<file path="src/edt_pkg.sv">
// ----------------------------------------------------------------------------
// edt_pkg
// Shared types, constants and helpers of the encoder detent and button tracker.
// ----------------------------------------------------------------------------
package edt_pkg;

	localparam int CHANNELS   = 8;
	localparam int COUNT_BITS = 32;
	localparam int FIELDS     = 8;
	localparam int DATA_W     = 32;
	localparam int CH_W       = (CHANNELS > 1) ? $clog2(CHANNELS) : 1;
	localparam int CPD_W      = 5;
	localparam int CFG_IDX_W  = 1;
	localparam int CFG_DATA_W = 5;
	localparam int DIV_BITS   = 8;
	localparam int DIV_STEPS  = DATA_W / DIV_BITS;
	localparam int DIV_CNT_W  = (DIV_STEPS > 1) ? $clog2(DIV_STEPS) : 1;

	localparam logic [DATA_W-1:0] CNT_MASK = DATA_W'((64'd1 << COUNT_BITS) - 64'd1);
	localparam logic [CPD_W-1:0]  CPD_RESET = CPD_W'(2);

	localparam logic [CFG_IDX_W-1:0] REG_DEVICE_PRESENT    = CFG_IDX_W'(0);
	localparam logic [CFG_IDX_W-1:0] REG_COUNTS_PER_DETENT = CFG_IDX_W'(1);

	localparam logic OP_POLL  = 1'b0;
	localparam logic OP_CLEAR = 1'b1;

	typedef struct packed {
		logic              operation;
		logic signed [31:0] count_ch0;
		logic signed [31:0] count_ch1;
		logic signed [31:0] count_ch2;
		logic signed [31:0] count_ch3;
		logic signed [31:0] count_ch4;
		logic signed [31:0] count_ch5;
		logic signed [31:0] count_ch6;
		logic signed [31:0] count_ch7;
		logic [7:0]        button_levels;
		logic              switch_level;
		logic [7:0]        clear_mask;
	} cmd_t;

	typedef struct packed {
		logic signed [31:0] delta_ch0;
		logic signed [31:0] delta_ch1;
		logic signed [31:0] delta_ch2;
		logic signed [31:0] delta_ch3;
		logic signed [31:0] delta_ch4;
		logic signed [31:0] delta_ch5;
		logic signed [31:0] delta_ch6;
		logic signed [31:0] delta_ch7;
		logic [7:0]        pressed_mask;
		logic [7:0]        held_mask;
		logic              switch_state;
	} res_t;

	typedef struct packed {
		logic [DATA_W-1:0] prev;
		logic [DATA_W-1:0] resid;
	} entry_t;

	localparam int ENTRY_W = $bits(entry_t);

	function automatic logic [DATA_W-1:0] count_field(cmd_t c, logic [2:0] i);
		logic [DATA_W-1:0] v;
		case (i)
			3'd0: v = c.count_ch0;
			3'd1: v = c.count_ch1;
			3'd2: v = c.count_ch2;
			3'd3: v = c.count_ch3;
			3'd4: v = c.count_ch4;
			3'd5: v = c.count_ch5;
			3'd6: v = c.count_ch6;
			3'd7: v = c.count_ch7;
			default: v = '0;
		endcase
		return v & CNT_MASK;
	endfunction

	// Count difference wrapped to the counter width and sign extended.
	function automatic logic [DATA_W-1:0] wrap_diff(logic [DATA_W-1:0] cur,
			logic [DATA_W-1:0] prev);
		logic [DATA_W-1:0] d;
		d = (cur - prev) & CNT_MASK;
		if (d[COUNT_BITS-1]) begin
			d = d | ~CNT_MASK;
		end
		return d;
	endfunction

endpackage

</file>
<file path="src/edt_ram.sv">
// ----------------------------------------------------------------------------
// edt_ram
// Simple dual-port synchronous RAM with one write port and one registered read.
// ----------------------------------------------------------------------------
module edt_ram #(
	parameter int WIDTH = 64,
	parameter int DEPTH = 8,
	parameter int AW    = 3
) (
	input  logic             clk,
	input  logic             we,
	input  logic [AW-1:0]    waddr,
	input  logic [WIDTH-1:0] wdata,
	input  logic             re,
	input  logic [AW-1:0]    raddr,
	output logic [WIDTH-1:0] rdata
);

	logic [WIDTH-1:0] mem [DEPTH];

	always_ff @(posedge clk) begin
		if (we) begin
			mem[waddr] <= wdata;
		end
	end

	always_ff @(posedge clk) begin
		if (re) begin
			rdata <= mem[raddr];
		end
	end

endmodule

</file>
<file path="src/edt_div.sv">
// ----------------------------------------------------------------------------
// edt_div
// Signed divider by a small unsigned divisor, truncating toward zero.
// Retires DIV_BITS quotient bits per cycle on the dividend magnitude.
// ----------------------------------------------------------------------------
module edt_div (
	input  logic                           clk,
	input  logic                           arst_n,
	input  logic                           start,
	input  logic [edt_pkg::DATA_W-1:0]     dividend,
	input  logic [edt_pkg::CPD_W-1:0]      divisor,
	output logic                           done,
	output logic [edt_pkg::DATA_W-1:0]     quot,
	output logic [edt_pkg::DATA_W-1:0]     rem
);

	logic                           busy_q;
	logic                           done_q;
	logic [edt_pkg::DIV_CNT_W-1:0]  cnt_q;
	logic                           neg_q;
	logic [edt_pkg::CPD_W-1:0]      dvs_q;
	logic [edt_pkg::DATA_W-1:0]     mag_q;
	logic [edt_pkg::DATA_W-1:0]     quo_q;
	logic [edt_pkg::CPD_W-1:0]      rem_q;
	logic [edt_pkg::DATA_W-1:0]     mag_d;
	logic [edt_pkg::DATA_W-1:0]     quo_d;
	logic [edt_pkg::CPD_W-1:0]      rem_d;

	always_comb begin
		logic [edt_pkg::CPD_W:0] t;
		mag_d = mag_q;
		quo_d = quo_q;
		rem_d = rem_q;
		for (int k = 0; k < edt_pkg::DIV_BITS; k++) begin
			t = {rem_d, mag_d[edt_pkg::DATA_W-1]};
			mag_d = {mag_d[edt_pkg::DATA_W-2:0], 1'b0};
			if (t >= {1'b0, dvs_q}) begin
				t = t - {1'b0, dvs_q};
				quo_d = {quo_d[edt_pkg::DATA_W-2:0], 1'b1};
			end else begin
				quo_d = {quo_d[edt_pkg::DATA_W-2:0], 1'b0};
			end
			rem_d = t[edt_pkg::CPD_W-1:0];
		end
	end

	always_ff @(posedge clk or negedge arst_n) begin
		if (!arst_n) begin
			busy_q <= 1'b0;
			done_q <= 1'b0;
			cnt_q  <= '0;
		end else begin
			done_q <= 1'b0;
			if (start) begin
				busy_q <= 1'b1;
				cnt_q  <= '0;
			end else if (busy_q) begin
				cnt_q <= cnt_q + edt_pkg::DIV_CNT_W'(1);
				if (cnt_q == edt_pkg::DIV_CNT_W'(edt_pkg::DIV_STEPS - 1)) begin
					busy_q <= 1'b0;
					done_q <= 1'b1;
				end
			end
		end
	end

	always_ff @(posedge clk) begin
		if (start) begin
			neg_q <= dividend[edt_pkg::DATA_W-1];
			mag_q <= dividend[edt_pkg::DATA_W-1] ? -dividend : dividend;
			dvs_q <= divisor;
			quo_q <= '0;
			rem_q <= '0;
		end else if (busy_q) begin
			mag_q <= mag_d;
			quo_q <= quo_d;
			rem_q <= rem_d;
		end
	end

	assign done = done_q;
	assign quot = neg_q ? -quo_q : quo_q;
	assign rem  = neg_q ? -(edt_pkg::DATA_W'(rem_q)) : edt_pkg::DATA_W'(rem_q);

`ifndef SYNTHESIS
	a_start_idle: assert property (@(posedge clk) disable iff (!arst_n)
		start |-> !busy_q)
		else $error("Divider started while busy.");
	a_done_pulse: assert property (@(posedge clk) disable iff (!arst_n)
		done_q |=> !done_q)
		else $error("Divider done lasted more than one cycle.");
	a_done_idle: assert property (@(posedge clk) disable iff (!arst_n)
		done_q |-> !busy_q)
		else $error("Divider reported done while still busy.");
`endif

endmodule

</file>
<file path="src/encoder_detent_and_button_tracker_top.sv">
// ----------------------------------------------------------------------------
// encoder_detent_and_button_tracker_top
// Tracks encoder detent steps per channel and latches button presses.
// ----------------------------------------------------------------------------
// A clear item or a poll while the device is absent goes straight to the done state and raises its result
// from there once the output is free. A baseline poll walks the channels with a memory read and a write back each.
// A later poll takes each channel through a memory read, an add, a divider start, four divider steps
// and the write back before its result is registered in the done state.
// One item is in flight at a time; the next can be taken in the cycle after the result is registered.
// Reset clears all state at once through per-channel valid bits; there is no clearing pass.
module encoder_detent_and_button_tracker_top (
	input  logic                               clk,
	input  logic                               arst_n,
	input  logic                               cfg_we,
	input  logic [edt_pkg::CFG_IDX_W-1:0]      cfg_index,
	input  logic [edt_pkg::CFG_DATA_W-1:0]     cfg_data,
	input  logic                               cmd_valid,
	output logic                               cmd_stall,
	input  edt_pkg::cmd_t                      cmd,
	output logic                               res_valid,
	input  logic                               res_stall,
	output edt_pkg::res_t                      res
);

	typedef enum logic [5:0] {
		ST_IDLE  = 6'b000001,
		ST_READ  = 6'b000010,
		ST_CALC  = 6'b000100,
		ST_START = 6'b001000,
		ST_WAIT  = 6'b010000,
		ST_DONE  = 6'b100000
	} state_t;

	state_t                               state_q;
	logic                                 present_q;
	logic [edt_pkg::CPD_W-1:0]            cpd_q;
	logic                                 seeded_q;
	logic                                 base_q;
	logic                                 sw_q;
	logic [edt_pkg::CHANNELS-1:0]         btn_prev_q;
	logic [edt_pkg::CHANNELS-1:0]         held_q;
	logic [edt_pkg::CHANNELS-1:0]         press_q;
	logic [edt_pkg::CHANNELS-1:0]         vld_q;
	logic [edt_pkg::CH_W-1:0]             ch_q;
	logic [edt_pkg::DATA_W-1:0]           cnt_q [edt_pkg::CHANNELS];
	logic [edt_pkg::DATA_W-1:0]           delta_q [edt_pkg::CHANNELS];
	logic [edt_pkg::DATA_W-1:0]           sum_q;
	logic                                 res_valid_q;
	edt_pkg::res_t                        res_q;

	logic                                 accept;
	logic                                 last_ch;
	logic                                 out_free;
	logic [edt_pkg::CHANNELS-1:0]         lv;
	logic [edt_pkg::DATA_W-1:0]           cur;
	edt_pkg::entry_t                      rd_entry;
	edt_pkg::entry_t                      wr_entry;
	logic [edt_pkg::ENTRY_W-1:0]          ram_rdata;
	logic                                 ram_we;
	logic                                 ram_re;
	logic                                 div_start;
	logic                                 div_done;
	logic [edt_pkg::CPD_W-1:0]            div_divisor;
	logic [edt_pkg::DATA_W-1:0]           div_quot;
	logic [edt_pkg::DATA_W-1:0]           div_rem;
	logic [edt_pkg::DATA_W-1:0]           dlt [edt_pkg::FIELDS];
	edt_pkg::res_t                        res_d;

	assign cmd_stall = (state_q != ST_IDLE);
	assign accept    = cmd_valid && !cmd_stall;
	assign last_ch   = (ch_q == edt_pkg::CH_W'(edt_pkg::CHANNELS - 1));
	assign out_free  = !res_valid_q || !res_stall;
	assign lv        = cmd.button_levels[edt_pkg::CHANNELS-1:0];
	assign cur       = cnt_q[ch_q];
	assign rd_entry  = vld_q[ch_q] ? edt_pkg::entry_t'(ram_rdata) : '0;

	assign ram_re    = (state_q == ST_READ);
	assign ram_we    = ((state_q == ST_CALC) && base_q) || ((state_q == ST_WAIT) && div_done);
	assign div_start = (state_q == ST_START);
	assign div_divisor = (cpd_q == '0) ? edt_pkg::CPD_W'(1) : cpd_q;

	always_comb begin
		wr_entry.prev  = cur;
		wr_entry.resid = (state_q == ST_CALC) ? rd_entry.resid : div_rem;
	end

	edt_ram #(
		.WIDTH(edt_pkg::ENTRY_W),
		.DEPTH(edt_pkg::CHANNELS),
		.AW   (edt_pkg::CH_W)
	) u_ram (
		.clk  (clk),
		.we   (ram_we),
		.waddr(ch_q),
		.wdata(wr_entry),
		.re   (ram_re),
		.raddr(ch_q),
		.rdata(ram_rdata)
	);

	edt_div u_div (
		.clk     (clk),
		.arst_n  (arst_n),
		.start   (div_start),
		.dividend(sum_q),
		.divisor (div_divisor),
		.done    (div_done),
		.quot    (div_quot),
		.rem     (div_rem)
	);

	always_comb begin
		for (int i = 0; i < edt_pkg::FIELDS; i++) begin
			dlt[i] = '0;
		end
		for (int i = 0; i < edt_pkg::CHANNELS; i++) begin
			dlt[i] = delta_q[i];
		end
		res_d.delta_ch0    = dlt[0];
		res_d.delta_ch1    = dlt[1];
		res_d.delta_ch2    = dlt[2];
		res_d.delta_ch3    = dlt[3];
		res_d.delta_ch4    = dlt[4];
		res_d.delta_ch5    = dlt[5];
		res_d.delta_ch6    = dlt[6];
		res_d.delta_ch7    = dlt[7];
		res_d.pressed_mask = 8'(press_q);
		res_d.held_mask    = 8'(held_q);
		res_d.switch_state = sw_q;
	end

	always_ff @(posedge clk or negedge arst_n) begin
		if (!arst_n) begin
			state_q     <= ST_IDLE;
			present_q   <= 1'b0;
			cpd_q       <= edt_pkg::CPD_RESET;
			seeded_q    <= 1'b0;
			base_q      <= 1'b0;
			sw_q        <= 1'b0;
			btn_prev_q  <= '0;
			held_q      <= '0;
			press_q     <= '0;
			vld_q       <= '0;
			ch_q        <= '0;
			res_valid_q <= 1'b0;
			delta_q     <= '{default: '0};
		end else begin
			if (cfg_we) begin
				case (cfg_index)
					edt_pkg::REG_DEVICE_PRESENT:    present_q <= cfg_data[0];
					edt_pkg::REG_COUNTS_PER_DETENT: cpd_q     <= cfg_data;
					default: ;
				endcase
			end
			if ((state_q == ST_DONE) && out_free) begin
				res_valid_q <= 1'b1;
			end else if (!res_stall) begin
				res_valid_q <= 1'b0;
			end
			case (state_q)
				ST_IDLE: begin
					if (accept) begin
						ch_q <= '0;
						if (cmd.operation == edt_pkg::OP_CLEAR) begin
							press_q <= press_q & ~cmd.clear_mask[edt_pkg::CHANNELS-1:0];
							state_q <= ST_DONE;
						end else if (!present_q) begin
							state_q <= ST_DONE;
						end else if (!seeded_q) begin
							seeded_q   <= 1'b1;
							base_q     <= 1'b1;
							btn_prev_q <= lv;
							sw_q       <= cmd.switch_level;
							state_q    <= ST_READ;
						end else begin
							base_q     <= 1'b0;
							held_q     <= lv;
							press_q    <= press_q | (lv & ~btn_prev_q);
							btn_prev_q <= lv;
							sw_q       <= cmd.switch_level;
							state_q    <= ST_READ;
						end
					end
				end
				ST_READ: begin
					state_q <= ST_CALC;
				end
				ST_CALC: begin
					if (base_q) begin
						vld_q[ch_q] <= 1'b1;
						if (last_ch) begin
							state_q <= ST_DONE;
						end else begin
							ch_q    <= ch_q + edt_pkg::CH_W'(1);
							state_q <= ST_READ;
						end
					end else begin
						state_q <= ST_START;
					end
				end
				ST_START: begin
					state_q <= ST_WAIT;
				end
				ST_WAIT: begin
					if (div_done) begin
						vld_q[ch_q]   <= 1'b1;
						delta_q[ch_q] <= div_quot;
						if (last_ch) begin
							state_q <= ST_DONE;
						end else begin
							ch_q    <= ch_q + edt_pkg::CH_W'(1);
							state_q <= ST_READ;
						end
					end
				end
				ST_DONE: begin
					if (out_free) begin
						state_q <= ST_IDLE;
					end
				end
				default: state_q <= ST_IDLE;
			endcase
		end
	end

	always_ff @(posedge clk) begin
		if (accept) begin
			for (int i = 0; i < edt_pkg::CHANNELS; i++) begin
				cnt_q[i] <= edt_pkg::count_field(cmd, 3'(i));
			end
		end
		if (state_q == ST_CALC) begin
			sum_q <= rd_entry.resid + edt_pkg::wrap_diff(cur, rd_entry.prev);
		end
		if ((state_q == ST_DONE) && out_free) begin
			res_q <= res_d;
		end
	end

	assign res_valid = res_valid_q;
	assign res       = res_q;

`ifndef SYNTHESIS
	a_res_from_done: assert property (@(posedge clk) disable iff (!arst_n)
		$rose(res_valid) |-> $past(state_q == ST_DONE))
		else $error("A result appeared without a finished item.");
	a_no_div_on_base: assert property (@(posedge clk) disable iff (!arst_n)
		(state_q == ST_WAIT) |-> !base_q)
		else $error("Divider ran during a baseline poll.");
	a_done_in_wait: assert property (@(posedge clk) disable iff (!arst_n)
		div_done |-> (state_q == ST_WAIT))
		else $error("Divider finished outside the wait state.");
`endif

endmodule

</file>
<file path="config.mk">
export PLATFORM = sky130hd
export DESIGN_NAME = encoder_detent_and_button_tracker_top
export DESIGN_NICKNAME = d
export VERILOG_FILES = /design/src/edt_pkg.sv /design/src/edt_ram.sv /design/src/edt_div.sv /design/src/encoder_detent_and_button_tracker_top.sv
export SDC_FILE = /design/constraint.sdc
export NUM_CORES = 2
export LEC_CHECK = 0
export BUFFER_PORTS_ARGS = -buffer_cell sky130_fd_sc_hd__buf_2
export CAP_MARGIN = 20
export CORE_UTILIZATION = 54
export DETAILED_ROUTE_END_ITERATION = 7
export HOLD_SLACK_MARGIN = 0.02
export PLACE_DENSITY = 0.86
export RECOVER_POWER = 100
export SETUP_SLACK_MARGIN = 0.02
export SLEW_MARGIN = 20
export SYNTH_ARGS = -nofsm -noshare
export SYNTH_HDL_FRONTEND = slang
export SYNTH_HIERARCHICAL = 1
export SYNTH_SLANG_ARGS = --single-unit
</file>
<file path="constraint.sdc">
create_clock -name clk -period 14.93 [get_ports clk]
set_clock_uncertainty 0.1 [all_clocks]
set_input_delay 1.493 -clock clk [delete_from_list [all_inputs] [get_ports clk]]
set_output_delay 1.493 -clock clk [all_outputs]
set_load 0.005 [all_outputs]
</file>
==> qor.csv <==
metric,value,unit
Syn Inst Count,3644,
FMAX,72.8,MHz
# DRC,0,
Final Cell Area,70900,µm²
final worst slack,1190,ps
Placer Congestion,0.893,
total routed wirelength,159000,µm
Most Crowded Layer GR,met2,
clk buf depth,3,
most frequent CP cell,a21oi_1,
critical path's slowest cell,fa_1,
met1 Use GR,33.4,%
Clock Sinks,1523,
Finished Core Util,62.7,%
worst slew pin tran,6810,ps
"commonest non-fill, non-tap cell in the layout",edfxtp_1,
pin count of the biggest net entering global routing,162,
placed inst area,66300,µm²
syn avg cell area,16.9,µm²
syn nets,4048,
synth top area cells,"edfxtp_1 (57%), dfrtp_1 (13%), mux2_2 (6.8%)",
first-pass GRT wire length,231000,µm
Via density,6.17,
vias in the first global route,37500,
Post-Synth XOR/XNOR Area,2.04,%
io pins,560,
Vias,36600,
most frequent cells in the layout,"edfxtp_1 (1175), buf_2 (381), mux2_2 (316), dfrtp_1 (307), clkbuf_1 (242)",
gr ovfl total,0,
max cap viols,47,
CP endpoint kind,flop,
fraction of layout cells with a size suffix above 1,26.3,%
Compound-Gate Fraction of Synth Area,5.79,%
largest family of logic cells by synthesized area,multiplexers,
chip height,340,µm
CTS tree,done,
predominant post-synthesis flop cell,edfxtp_1,
"CTS clk-pin slew, worst paths",70,ps
crit-path max cell delay,430,ps
"Hold Vio Cnt, Final",0,
Fin Setup TNS,0,ps
synthesized cell area,61700,µm²
CTS H-tree depth,4,
Yosys reg bits,1523,
final slew viol count,2173,
Core Area,113000,µm²
critical path type,reg -> reg,
Tcrit/Tclk final,92.1,%
drt first-iter violations,4224,
Final setup viols,0,
Total Routing Usage GR,26.7,%
Yosys top cell by area,edfxtp_1,
pre-CTS WS,505,ps
failing checks,"max-capacitance violations, max-slew violations",
antenna violations before repair,28,
Yosys Warn Count,6,
post-synthesis async set-or-reset flop share,20.4,%
Root Driver,clkbuf_16,
post-synthesis sequential area ratio,71.0,%
Post-Synth Adder-Cell Area,2.55,%
CTS Buf Count,147,
number of flops mapped to enable cells by yosys,1175,
HP Class,reg -> reg,
GRT met3 Usage,4.78,%
Initial Util,54.6,%
Max-slew headroom,-354,%
minimum clock period,13740,ps
Worst Setup Start Kind,flop,
Simple-Gate Fraction of Synth Area,4.30,%
"antenna viol nets, final",0,
# fillers,7513,
Critical Path AT,14310,ps
Die Width,340,µm
Worst-Skew Late Latency,790,ps
hpwl dp,93400,µm
synthesis-to-layout area growth,14.9,%
Multi-input gate area,16800,µm²
Crit Path Max Fanout,6,
NumNets Final,4675,
total die area,116000,µm²
met2 Track Usage GR,45.4,%
"Req. time, crit path",15490,ps
mux contribution to synthesized area,12.3,%
Seq. cell area,43800,µm²
DR WL/cell,26.8,µm
RSZ-0062 raised after global routing,false,
# rows,123,
IO Port Bufs,559,
DRT Pass-1 Iters,6,
synth unique cells,101,
post-synth top area share,57.2,%
outcome,finished with violations,
[layer usage]
layer / wire length [µm] / vias up / share of wire, %
met2: 80300 / 2406 / 50
met5: 0 / - / 0
li1: - / 15400 / -
met3: 13400 / 524 / 8.4
met4: 7480 / 0 / 4.7
met1: 58000 / 18300 / 36
[critical path, delay by kind of cell, from the launching register on]
family | cells | cell delay (ps)
simple gates | 16 | 2260
buf+inv | 9 | 970
flops | 1 | 390
compound gates | 28 | 5530
mux | 5 | 1550
fa+ha+maj | 9 | 2830
[state kept, by name, indices dropped and copies added (netlist names), 32 cells and up]
| name | flops |
|---|---|
| u_div/quo_q | 32 |
| sum_q | 32 |
| u_ram/mem | 512 |
| res | 273 |
| cnt_q | 256 |
| u_div/mag_q | 32 |
| u_ram/rdata | 64 |
| delta_q | 256 |
[Yosys cell counts, types with 40 or more instances]
cell and number:
buf_1 48, inv_1 91, dfrtp_1 309, and3_1 40, o21ai_0 61, clkbuf_1 70
edfxtp_1 1175, ha_1 109, a21oi_1 112, xor2_1 52, a22oi_1 122, nand2_1 154
mux2_2 373, xnor2_1 92, a21o_1 66, nor2_1 122, mux4_2 132
[cells by family (layout without fill, tap and decap cells)]
kind of cell | count (synthesis) | count (layout)
flip-flops | 1523 | 1523
multiplexers | 547 | 547
AND/OR/NAND/NOR | 532 | 532
AO/OA/AOI/OAI | 516 | 516
buffers and inverters | 262 | 1013
XOR/XNOR | 144 | 144
adder cells (fa/ha/maj) | 120 | 120
other | 0 | 39
[timing repair]
action                                  4_1_cts  5_1_grt
gates resized for setup                       0       13
hold buffers                                  0        0
hold endpoints to repair                      0        0
setup buffers                                 0        0
endpoints found under the setup margin        0        6
[worst paths after layout]
| check | from | endpoint | slack (ps) | cells after the start |
|---|---|---|---|---|
| worst max register to register | u_div/mag_q[31]$_DFFE_PP_ | u_div/rem_q[0]$_SDFFE_PP0P_ | 1190 | 67 |
| worst max-delay path | u_div/mag_q[31]$_DFFE_PP_ | u_div/rem_q[0]$_SDFFE_PP0P_ | 1190 | 67 |
| worst min register to register | delta_q[163]$_DFFE_PN0P_ | res[180]$_DFFE_PP_ | 340 | 0 |
| max in group asynchronous | arst_n | delta_q[65]$_DFFE_PN0P_ | 3870 | 3 |
| min in group asynchronous | arst_n | delta_q[114]$_DFFE_PN0P_ | 2740 | 1 |
| worst min-delay path | delta_q[163]$_DFFE_PN0P_ | res[180]$_DFFE_PP_ | 340 | 0 |
[metrics by stage]
step / std cells / hold WS [ps]
3_5_place_dp: 5621 / 327
5_1_grt: 5930 / 344
3_3_place_gp: 5619 / 325
4_1_cts: 5894 / 339
2_1_floorplan: 3644 / 319
6_report: 5934 / 341
[cell type report]
class                   count  area share (%)
flip-flops and latches   1523            61.8
multi-input cells        1859            23.7
clock buffers             193            5.76
repair buffers            647            4.38
well taps                1500            2.65
clock inverters            80            1.11
inverters                  93           0.494
diodes                     39           0.138
Power is not shown: default switching activity piles up to over one toggle a cycle in this logic, so the estimate is an artifact.
